### src/design/ahhr_pkg.sv
// Shared types, widths and helpers for the access history hot region detector.
// No dependencies; every other design file refers to this package by scoped names.

package ahhr_pkg;

    // Window geometry.
    localparam int HISTORY_DEPTH = 64;
    localparam int HOT_DIVISOR   = 10;
    localparam int HOT_THRESHOLD =
        (HISTORY_DEPTH / HOT_DIVISOR < 1) ? 1 : HISTORY_DEPTH / HOT_DIVISOR;

    // Field widths of the channels.
    localparam int CMD_W   = 2;
    localparam int ADDR_W  = 64;
    localparam int FIELD_W = 7;

    // Width of a count of entries, able to hold the depth itself.
    localparam int CNT_W = $clog2(HISTORY_DEPTH + 1);

    // Hit counting is done in groups of eight cells.
    localparam int GRP_SIZE = 8;
    localparam int GRP_W    = $clog2(GRP_SIZE + 1);
    localparam int NUM_GRP  = (HISTORY_DEPTH + GRP_SIZE - 1) / GRP_SIZE;

    // Commands carried on the input channel.
    typedef enum logic [CMD_W-1:0] {
        CMD_RECORD = 2'd0,
        CMD_QUERY  = 2'd1,
        CMD_EVICT  = 2'd2,
        CMD_CLEAR  = 2'd3
    } t_cmd;

    // What a window cell does in one cycle.
    typedef enum logic [2:0] {
        CELL_HOLD,
        CELL_LOAD_PREV,
        CELL_LOAD_NEXT,
        CELL_DROP,
        CELL_MARK,
        CELL_KILL
    } t_cell_op;

    // Control handed to every cell: its operation and the range under test.
    typedef struct packed {
        t_cell_op            op;
        logic [ADDR_W-1:0]   q_start;
        logic [ADDR_W-1:0]   q_end;
    } t_cell_ctl;

    // Sequencer states.
    typedef enum logic [2:0] {
        S_IDLE,
        S_EXEC,
        S_GROUP,
        S_TOTAL,
        S_TALLY,
        S_COMPACT,
        S_FIN
    } t_state;

    // Reduce an entry count to the width of a result field (modulo 2^FIELD_W).
    function automatic logic [FIELD_W-1:0] to_field(input logic [CNT_W-1:0] v);
        logic [CNT_W+FIELD_W-1:0] t;
        t = (CNT_W + FIELD_W)'(v);
        return t[FIELD_W-1:0];
    endfunction

endpackage

### src/design/ahhr_cell.sv
// One window cell: holds a start and end address, a valid bit and a hit flag.
// Depends on ahhr_pkg for the cell control struct and widths.

module ahhr_cell (
    input  logic                         i_clk,
    input  logic                         i_rst_n,
    input  ahhr_pkg::t_cell_ctl          i_ctl,
    input  logic [ahhr_pkg::ADDR_W-1:0]  i_prev_start,
    input  logic [ahhr_pkg::ADDR_W-1:0]  i_prev_end,
    input  logic                         i_prev_valid,
    input  logic [ahhr_pkg::ADDR_W-1:0]  i_next_start,
    input  logic [ahhr_pkg::ADDR_W-1:0]  i_next_end,
    input  logic                         i_next_valid,
    output logic [ahhr_pkg::ADDR_W-1:0]  o_start,
    output logic [ahhr_pkg::ADDR_W-1:0]  o_end,
    output logic                         o_valid,
    output logic                         o_hit
);

    logic [ahhr_pkg::ADDR_W-1:0] r_start;
    logic [ahhr_pkg::ADDR_W-1:0] r_end;
    logic                        r_valid;
    logic                        r_hit;
    logic                        w_overlap;

    // Ranges overlap unless the query ends at or before this entry starts,
    // or starts at or after this entry ends.
    assign w_overlap = !((i_ctl.q_end <= r_start) || (i_ctl.q_start >= r_end));

    // Control bits: valid and hit flag.
    always_ff @(posedge i_clk) begin
        if (!i_rst_n) begin
            r_valid <= 1'b0;
            r_hit   <= 1'b0;
        end else begin
            unique case (i_ctl.op)
                ahhr_pkg::CELL_LOAD_PREV: r_valid <= i_prev_valid;
                ahhr_pkg::CELL_LOAD_NEXT: r_valid <= i_next_valid;
                ahhr_pkg::CELL_DROP:      r_valid <= 1'b0;
                ahhr_pkg::CELL_MARK:      r_hit   <= r_valid && w_overlap;
                ahhr_pkg::CELL_KILL:      r_valid <= r_valid && !r_hit;
                default: begin
                end
            endcase
        end
    end

    // Address payload moves between neighbors.
    always_ff @(posedge i_clk) begin
        unique case (i_ctl.op)
            ahhr_pkg::CELL_LOAD_PREV: begin
                r_start <= i_prev_start;
                r_end   <= i_prev_end;
            end
            ahhr_pkg::CELL_LOAD_NEXT: begin
                r_start <= i_next_start;
                r_end   <= i_next_end;
            end
            default: begin
            end
        endcase
    end

    assign o_start = r_start;
    assign o_end   = r_end;
    assign o_valid = r_valid;
    assign o_hit   = r_hit;

endmodule

### config.mk
export PLATFORM = sky130hd
export DESIGN_NAME = ahhr_cell
export DESIGN_NICKNAME = d
export VERILOG_FILES = /design/src/design/ahhr_pkg.sv /design/src/design/ahhr_cell.sv
export SDC_FILE = /design/constraint.sdc
export NUM_CORES = 1
export LEC_CHECK = 0
export CORE_AREA = 10 10 195 197
export CTS_CLUSTER_SIZE = 16
export DETAILED_ROUTE_END_ITERATION = 10
export DIE_AREA = 0 0 205 207
export DONT_BUFFER_PORTS = 1
export PLACE_DENSITY_LB_ADDON = 0.1
export SLEW_MARGIN = 10
export SYNTH_ARGS = -nofsm -noshare
export SYNTH_HDL_FRONTEND = slang
export SYNTH_SLANG_ARGS = --single-unit
### constraint.sdc
create_clock -name i_clk -period 7.42 [get_ports i_clk]
set_clock_uncertainty 0.15 [all_clocks]
set_input_delay 0.742 -clock i_clk [delete_from_list [all_inputs] [get_ports i_clk]]
set_output_delay 0.742 -clock i_clk [all_outputs]
set_load 0.03 [all_outputs]
==> impl_metrics.ini <==
[synth]
yosysSeqAreaShare_pct = 44.5
syn_nets = 1256
synth_cells = 737
ys.flop_type = edfxtp_1
synthDistinctLibCells = 46
yosysTopAreaCellShare_pct = 44.1
synth_area_leaders = edfxtp_1, ha_1, mux2_1
avgSynthCellArea_um2 = 11.8
synthArstFlopShare_pct = 0
synth_top_area_cell = edfxtp_1
syn-cell-area_um2 = 8720
synth-seq-cells = 130
synth_edf_count = 128
yosys_warnings = 0

[worst_setup_path]
end_kind = flip-flop
crit_top_cell = buf_4
cp_cell_sequence = nand2b_1 > a21oi_4 > buf_4 > buf_4
critPathMaxStageDelay_ns = 0.78
slowest_stage = buf_4
path_max_fanout = 66
worstPathArrival_ns = 2.72
critPathRequiredTime_ns = 7.33
crit_type = in2reg
start_kind = input port

[clock_network]
cts_buffer_depth = 2
postCtsResizedCells = 0
postCtsSetupBuffers = 0
cts-root-buf = clkbuf_16
cts_tree = yes
clk_latency_ns = 0.44
numCtsBuffers = 17
cts.sinks = 130
hold_buffers = 0
path_clk_slew_ns = 0.06
htreeDepth = 4

[cells_and_area]
nets = 1265
fin_area_um2 = 9860
fin_util_pct = 28.9
n_antenna_cell = 0
area_delta_synth_final_pct = 13.1
drive_gt1_share_pct = 6.59
layout_common_cells = inv_1, ha_1, edfxtp_1
layout_commonest_cell = inv_1

[timing]
worst_slew_margin_rel_pct = 39.4
setup_tns_ns = 0
period_minus_slack_ns = 2.82
rsz0062_at_grt = false
tightestPinTransition_ns = 0.910
layout_worst_path_cycle_share_pct = 37.9
fmax_mhz = 355
setup_viol = 0
finalHoldViolCount = 0
maxSlewViolCount = 0

[die]
dieHeight_um = 207
die_x_um = 205
coreArea_um2 = 34100
num_rows = 68
start_util_pct = 25.6
die_area_um2 = 42400
io_pins = 521

[drt]
wirelength_um = 31400
dr_total_vias = 5672
wl_per_cell_um = 25.8
drt_iter0_drc = 197
drc = 0
via_per_inst = 4.67
first_pass_iters = 4
ant_nets = 0

[global_route]
antenna_found_initial = 0
grt_pass1_vias = 6315
grt_overflow_total = 0
grt.total_usage_pct = 14.3
grt_max_degree = 67
grt_first_pass_wirelength_um = 44700

[placed_design]
dp_hpwl_um = 27700
numPortBuffers = 0
gp_congestion = 0.792
post_dp_cell_area_um2 = 9270

[run_status]
status = finished clean

[power_and_ir_drop]
p_leak_uw = 0.00417
fin_total_pwr_uw = 2190
p_per_area_nw_per_um2 = 222
vdd_drop_max_mv = 0.151

[run]
cap_viol_max_count = 0

[min_path]
hold_path_class = in2reg
## worst max-delay path, delay by kind of cell
kind                   cells  cell delay [ns]
and+or+nand+nor            1             0.21
AOI/OAI and AO/OA          1             0.14
buffers and inverters      2             1.44
## cells in the mapped netlist (all sizes together) (2+ instances only)
cell	n
inv	130
nor2b	5
o21ai	20
and4	4
nor2	12
nor3	4
a41oi	2
a21oi	48
a211oi	5
nand2b	4
nor4	3
ha	128
nand3	11
dfxtp	2
o211ai	2
mux2	128
buf	13
nand4	24
a21o	21
nand2	26
edfxtp	128
## power breakdown
group	switching (µW)	internal, µW	leakage, µW	total (µW)
clock network	338	524	0.000277	861
logic	154	124	0.00268	278
registers	166	883	0.00121	1050
## metal layers
layer	GRT usage [%]	share of wire (%)	wire length (µm)
met4	3.87	1.5	469
met1	13.6	35	10800
met2	26.1	53	16500
met5	0	0	0
met3	7.44	11	3550
## state kept, by name, indices dropped and copies added, names as in the netlist
name,cells
o_end,64
o_hit,1
o_valid,1
o_start,64
## final timing paths
kind,from,cells past startpoint,slack [ns],to
worst max register to register,o_start[41],9,4.66,o_hit
worst min register to register,o_valid,2,0.58,o_valid
worst min-delay path,i_ctl[130],2,0.29,o_valid
worst max-delay path,i_ctl[128],4,4.60,o_end[0]
## stage by stage
stage | instances | hold slack [ns] | worst slack (ns)
6_report | 1214 | 0.291 | 4.60
2_1_floorplan | 737 | 0.514 | 2.19
3_5_place_dp | 1182 | 0.573 | 4.15
5_1_grt | 1214 | 0.265 | 4.31
3_3_place_gp | 1182 | 0.580 | 4.19
4_1_cts | 1214 | 0.256 | 4.44
## final cells by class
cell class | instances | area (µm²)
clock buffers | 17 | 425
fillers | 3543 | 24300
repair buffers | 4 | 30.0
multi-input cells | 463 | 4300
well taps | 455 | 569
inverters | 130 | 488
clock inverters | 15 | 168
flip-flops and latches | 130 | 3880
## cell families (layout without fill, tap and decap cells)
logic type,count (synthesis),after routing,synth area share [%]
buf+inv,144,166,6.39
simple gates,95,95,6.30
mux,128,128,16.5
fa+ha+maj,128,128,18.4
compound gates,112,112,7.86
flops,130,130,44.5
Note: power is estimated with default switching activity, not from simulation.
