==> config.mk <==
export PLATFORM = sky130hd
export DESIGN_NAME = ahhr_popcount
export DESIGN_NICKNAME = d
export VERILOG_FILES = /design/src/design/ahhr_pkg.sv /design/src/design/ahhr_popcount.sv
export SDC_FILE = /design/constraint.sdc
export NUM_CORES = 1
export LEC_CHECK = 0
export BUFFER_PORTS_ARGS = -buffer_cell sky130_fd_sc_hd__buf_2
export CORE_MARGIN = 1
export CORE_UTILIZATION = 55
export CTS_CLUSTER_DIAMETER = 100
export DETAILED_ROUTE_END_ITERATION = 6
export PLACE_DENSITY_LB_ADDON = 0.12
export SYNTH_ARGS = -nofsm -noshare
export SYNTH_HDL_FRONTEND = slang
export SYNTH_SLANG_ARGS = --single-unit
==> constraint.sdc <==
create_clock -name i_clk -period 7.25 [get_ports i_clk]
set_input_delay 0 -clock i_clk [delete_from_list [all_inputs] [get_ports i_clk]]
set_output_delay 0 -clock i_clk [all_outputs]
set_load 0.05 [all_outputs]
==> src/design/ahhr_pkg.sv <==
// Shared types, widths and helpers for the access history hot region detector.
// No dependencies; every other design file refers to this package by scoped names.

package ahhr_pkg;

    // Window geometry.
    localparam int HISTORY_DEPTH = 64;
    localparam int HOT_DIVISOR   = 10;
    localparam int HOT_THRESHOLD =
        (HISTORY_DEPTH / HOT_DIVISOR < 1) ? 1 : HISTORY_DEPTH / HOT_DIVISOR;

    // Field widths of the channels.
    localparam int CMD_W   = 2;
    localparam int ADDR_W  = 64;
    localparam int FIELD_W = 7;

    // Width of a count of entries, able to hold the depth itself.
    localparam int CNT_W = $clog2(HISTORY_DEPTH + 1);

    // Hit counting is done in groups of eight cells.
    localparam int GRP_SIZE = 8;
    localparam int GRP_W    = $clog2(GRP_SIZE + 1);
    localparam int NUM_GRP  = (HISTORY_DEPTH + GRP_SIZE - 1) / GRP_SIZE;

    // Commands carried on the input channel.
    typedef enum logic [CMD_W-1:0] {
        CMD_RECORD = 2'd0,
        CMD_QUERY  = 2'd1,
        CMD_EVICT  = 2'd2,
        CMD_CLEAR  = 2'd3
    } t_cmd;

    // What a window cell does in one cycle.
    typedef enum logic [2:0] {
        CELL_HOLD,
        CELL_LOAD_PREV,
        CELL_LOAD_NEXT,
        CELL_DROP,
        CELL_MARK,
        CELL_KILL
    } t_cell_op;

    // Control handed to every cell: its operation and the range under test.
    typedef struct packed {
        t_cell_op            op;
        logic [ADDR_W-1:0]   q_start;
        logic [ADDR_W-1:0]   q_end;
    } t_cell_ctl;

    // Sequencer states.
    typedef enum logic [2:0] {
        S_IDLE,
        S_EXEC,
        S_GROUP,
        S_TOTAL,
        S_TALLY,
        S_COMPACT,
        S_FIN
    } t_state;

    // Reduce an entry count to the width of a result field (modulo 2^FIELD_W).
    function automatic logic [FIELD_W-1:0] to_field(input logic [CNT_W-1:0] v);
        logic [CNT_W+FIELD_W-1:0] t;
        t = (CNT_W + FIELD_W)'(v);
        return t[FIELD_W-1:0];
    endfunction

endpackage

==> src/design/ahhr_popcount.sv <==
// Two-stage registered count of the cell hit flags: group sums, then a total.
// Depends on ahhr_pkg for the depth and group geometry.

module ahhr_popcount (
    input  logic                                 i_clk,
    input  logic [ahhr_pkg::HISTORY_DEPTH-1:0]   i_hit,
    input  logic                                 i_grp_en,
    input  logic                                 i_sum_en,
    output logic [ahhr_pkg::CNT_W-1:0]           o_total
);

    localparam int PAD_W = ahhr_pkg::NUM_GRP * ahhr_pkg::GRP_SIZE;

    logic [PAD_W-1:0]            w_pad;
    logic [ahhr_pkg::GRP_W-1:0]  n_grp [ahhr_pkg::NUM_GRP];
    logic [ahhr_pkg::GRP_W-1:0]  r_grp [ahhr_pkg::NUM_GRP];
    logic [ahhr_pkg::CNT_W-1:0]  n_total;
    logic [ahhr_pkg::CNT_W-1:0]  r_total;

    assign w_pad = PAD_W'(i_hit);

    // Each group adds its eight flags.
    always_comb begin
        for (int g = 0; g < ahhr_pkg::NUM_GRP; g++) begin
            n_grp[g] = '0;
            for (int k = 0; k < ahhr_pkg::GRP_SIZE; k++) begin
                n_grp[g] = n_grp[g] + ahhr_pkg::GRP_W'(w_pad[g * ahhr_pkg::GRP_SIZE + k]);
            end
        end
    end

    // The group sums are added into the total.
    always_comb begin
        n_total = '0;
        for (int g = 0; g < ahhr_pkg::NUM_GRP; g++) begin
            n_total = n_total + ahhr_pkg::CNT_W'(r_grp[g]);
        end
    end

    always_ff @(posedge i_clk) begin
        if (i_grp_en) begin
            r_grp <= n_grp;
        end
        if (i_sum_en) begin
            r_total <= n_total;
        end
    end

    assign o_total = r_total;

endmodule
==> run summary <==
Run status - completed
Total number of yosys warnings - 0
R2R Path End - o_total[5]
WS Path Type - reg -> reg
Hold Violations, Final - 0
Slowest stage cell on the critical path - fa_1
Cell depth of the worst setup path - 12
Post-Syn Area - 3330 sq um
DPL Wire Length - 4.03 mm
R2r worst-path depth - 12
Arr. time, crit path - 3630 ps
Fmax - 279 MHz
CTS root buffer - clkbuf_8
Clk_lat worst skew - 290 ps
Number of detailed-route iterations in the first pass - 4
Post-route clock skew - 4.90 ps
Period utilization - 49.5%
Initial drt markers - 41
Hold Path Class - in -> reg
Max cap viols - 0
Pwr Density - 471 nW/um^2
Grt total ovfl - 0
DR vias - 1899
Total chip power - 1.83 mW
Synth Area in Simple Gates - 1.88%
Layout area overhead - 16.9%
CP peak stage delay - 580 ps
CP delay by family, top - adder cells
# setup viols final - 0
Vias in the first global route - 1934
Reg power frac - 24.3%
Avg Cell Area, Syn - 12.0 sq um
Clock power frac - 9.5%
Synth Area in Compound Gates - 1.84%
Total CTS buffers - 5
Mapped Cells - 277
Hold path endpoint - r_grp[24]
Net Count, Synth - 430
Post-synthesis sequential area ratio - 35.2%
Worst r2r src - r_grp[3]
Initial core utilization - 58.6%
Largest family of logic cells by synthesized area - adder cells
Min Tclk post-route - 3590 ps
First-pass GRT wire length - 8.04 mm
Core area - 5680 sq um
Layout cell share with drive strength beyond 1 - 22.6%
Post-synth cell types - 12
Maximum VDD drop - 0.542 mV
Post-Synth Adder-Cell Area - 44.8%
CP Cell Sequence - inv_1 > fa_1 > inv_1 > fa_1 > fa_1 > inv_1 > fa_1 > inv_1 > ha_1 > a21o_1 > a21oi_2 > xnor2_1
Worst reg2reg setup slack - 3660 ps
Crit. End Element - flop
Final core utilization - 68.5%
Remaining DRCs - 0
Die H - 79.8 microns
# resized after CTS - 0
Wire per inst - 10.5 microns
Buf+Inv Stages, Crit Path - 4
DIE AREA - 6360 sq um
Worst Path Required - 7300 ps
Hold WS - 8.64 ps
H-tree levels - 2
Io pins - 74
Slew @ Worst Pin - 696 ps
Antenna diodes - 0
CTS clk-pin slew, worst paths - 70 ps
# clock sinks - 39
Int Pwr - 1.07 mW
Die Wd - 79.8 microns
Static leakage - 2.10 nW
Hold path cells - 2
Combinational cell fraction of total power - 66.2%
Mux contribution to synthesized area - 0%
Gpl congestion - 0.734
CP startpoint kind - flop
RSZ-0062 raised after global routing - no
Clock buffer depth - 2
Final ANT Viol Nets - 0
Fin nets - 510
Filler cells - 443
Largest net degree at the start of global routing - 33
CTS tree - done
CP max FO - 2
Worst rel slew slack - 53.6%
Pins over their slew limit - 0
Wirelength, routed - 4.50 mm
Setup Buffers After CTS - 0
Port bufs - 73
Hold Crit Start - i_hit[10]
Switching Share - 41.8%
Xor and xnor area share after synthesis - 2.63%
Initial antenna violation count - 0
Setup_tns - 0 ps
Hold_buf cts - 0
GR Util All Layers - 16.8%
FP Rows - 27
Post-synthesis register bit count - 39
Psw - 765 uW
Via/cell ratio - 4.42
==> metal layers <==
metal / vias up / wire length (microns) / track usage [%]
li1: 952 / - / -
met1: 904 / 1930 / 21.1
met2: 38 / 2360 / 29.4
met3: 5 / 150 / 3.09
met4: 0 / 55 / 5.36
met5: - / 0 / 0
==> worst max-delay path by stage <==
stage | startpoint | endpoint | slack (ps)
finish | r_grp[3] | o_total[5] | 3660
global route | r_grp[3] | o_total[5] | 3490
CTS | r_grp[2] | o_total[6] | 3630
detailed placement | r_grp[2] | o_total[6] | 3640
global placement | r_grp[3] | o_total[5] | 3690
floorplan | r_grp[3] | o_total[5] | 3740
==> worst register-to-register path: stages (launching register included) <==
cell and delay (ps):
edfxtp_1 320, inv_1 50, fa_1 520, inv_1 50
fa_1 500, fa_1 540, inv_1 50, fa_1 580
inv_1 60, ha_1 290, a21o_1 170, a21oi_2 140
xnor2_1 70
==> state kept, by name, indices dropped and copies added, names as in the netlist <==
name and flops:
o_total 7, r_grp 32
==> power by group through the flow <==
stage               clock [mW]  sequential [mW]  combinational, mW
detailed placement           0            0.452               1.24
floorplan                    0            0.521              0.920
CTS                      0.177            0.447               1.25
global placement             0            0.450               1.18
global route             0.184            0.453               1.44
finish                   0.173            0.445               1.21
==> kinds of logic (layout without fill, tap and decap cells) <==
| kind of cell | after synthesis | in the layout |
|---|---|---|
| DFF | 39 | 39 |
| and+or+nand+nor | 10 | 10 |
| AOI/OAI and AO/OA | 11 | 11 |
| adders and majority gates | 86 | 86 |
| xor gates and xnor gates | 10 | 10 |
| buffers and inverters | 121 | 202 |
==> per-stage QoR <==
stage	cell area, sq um	setup WS, ps	cells
after detailed placement	3780	3640	422
after global routing	3890	3490	430
after floorplan	3330	3740	277
after global placement	3780	3690	422
after CTS	3890	3630	430
final	3890	3660	430
==> cells in the mapped netlist <==
cell type | n | share of area (%)
inv_1 | 121 | 14
fa_1 | 55 | 33
edfxtp_1 | 39 | 35
ha_1 | 31 | 12
nor2b_1 | 9 | 1.7
a21oi_1 | 8 | 1.2
xor2_1 | 7 | 1.8
xnor2_1 | 3 | 0.79
a21o_1 | 1 | 0.23
a21oi_2 | 1 | 0.26
nand2b_1 | 1 | 0.19
o21ai_0 | 1 | 0.15
==> cell type report <==
cell class              instances  area (sq um)  area share (%)
repair buffers                 73           365            9.40
flip-flops and latches         39          1170            30.1
multi-input cells             117          1700            43.7
well taps                      72          90.1            2.32
clock buffers                   5          68.8            1.77
clock inverters                 3          38.8           0.997
inverters                     121           454            11.7
==> cell usage in the layout, fill, tap and decap left out, drive strengths merged, types with 2 or more instances in the layout <==
master,count
clkinv,2
clkbuf,5
ha,31
fa,55
buf,73
nor2b,9
xor2,7
a21oi,9
edfxtp,39
xnor2,3
inv,121
No activity file was read; power rests on OpenSTA's default activity.
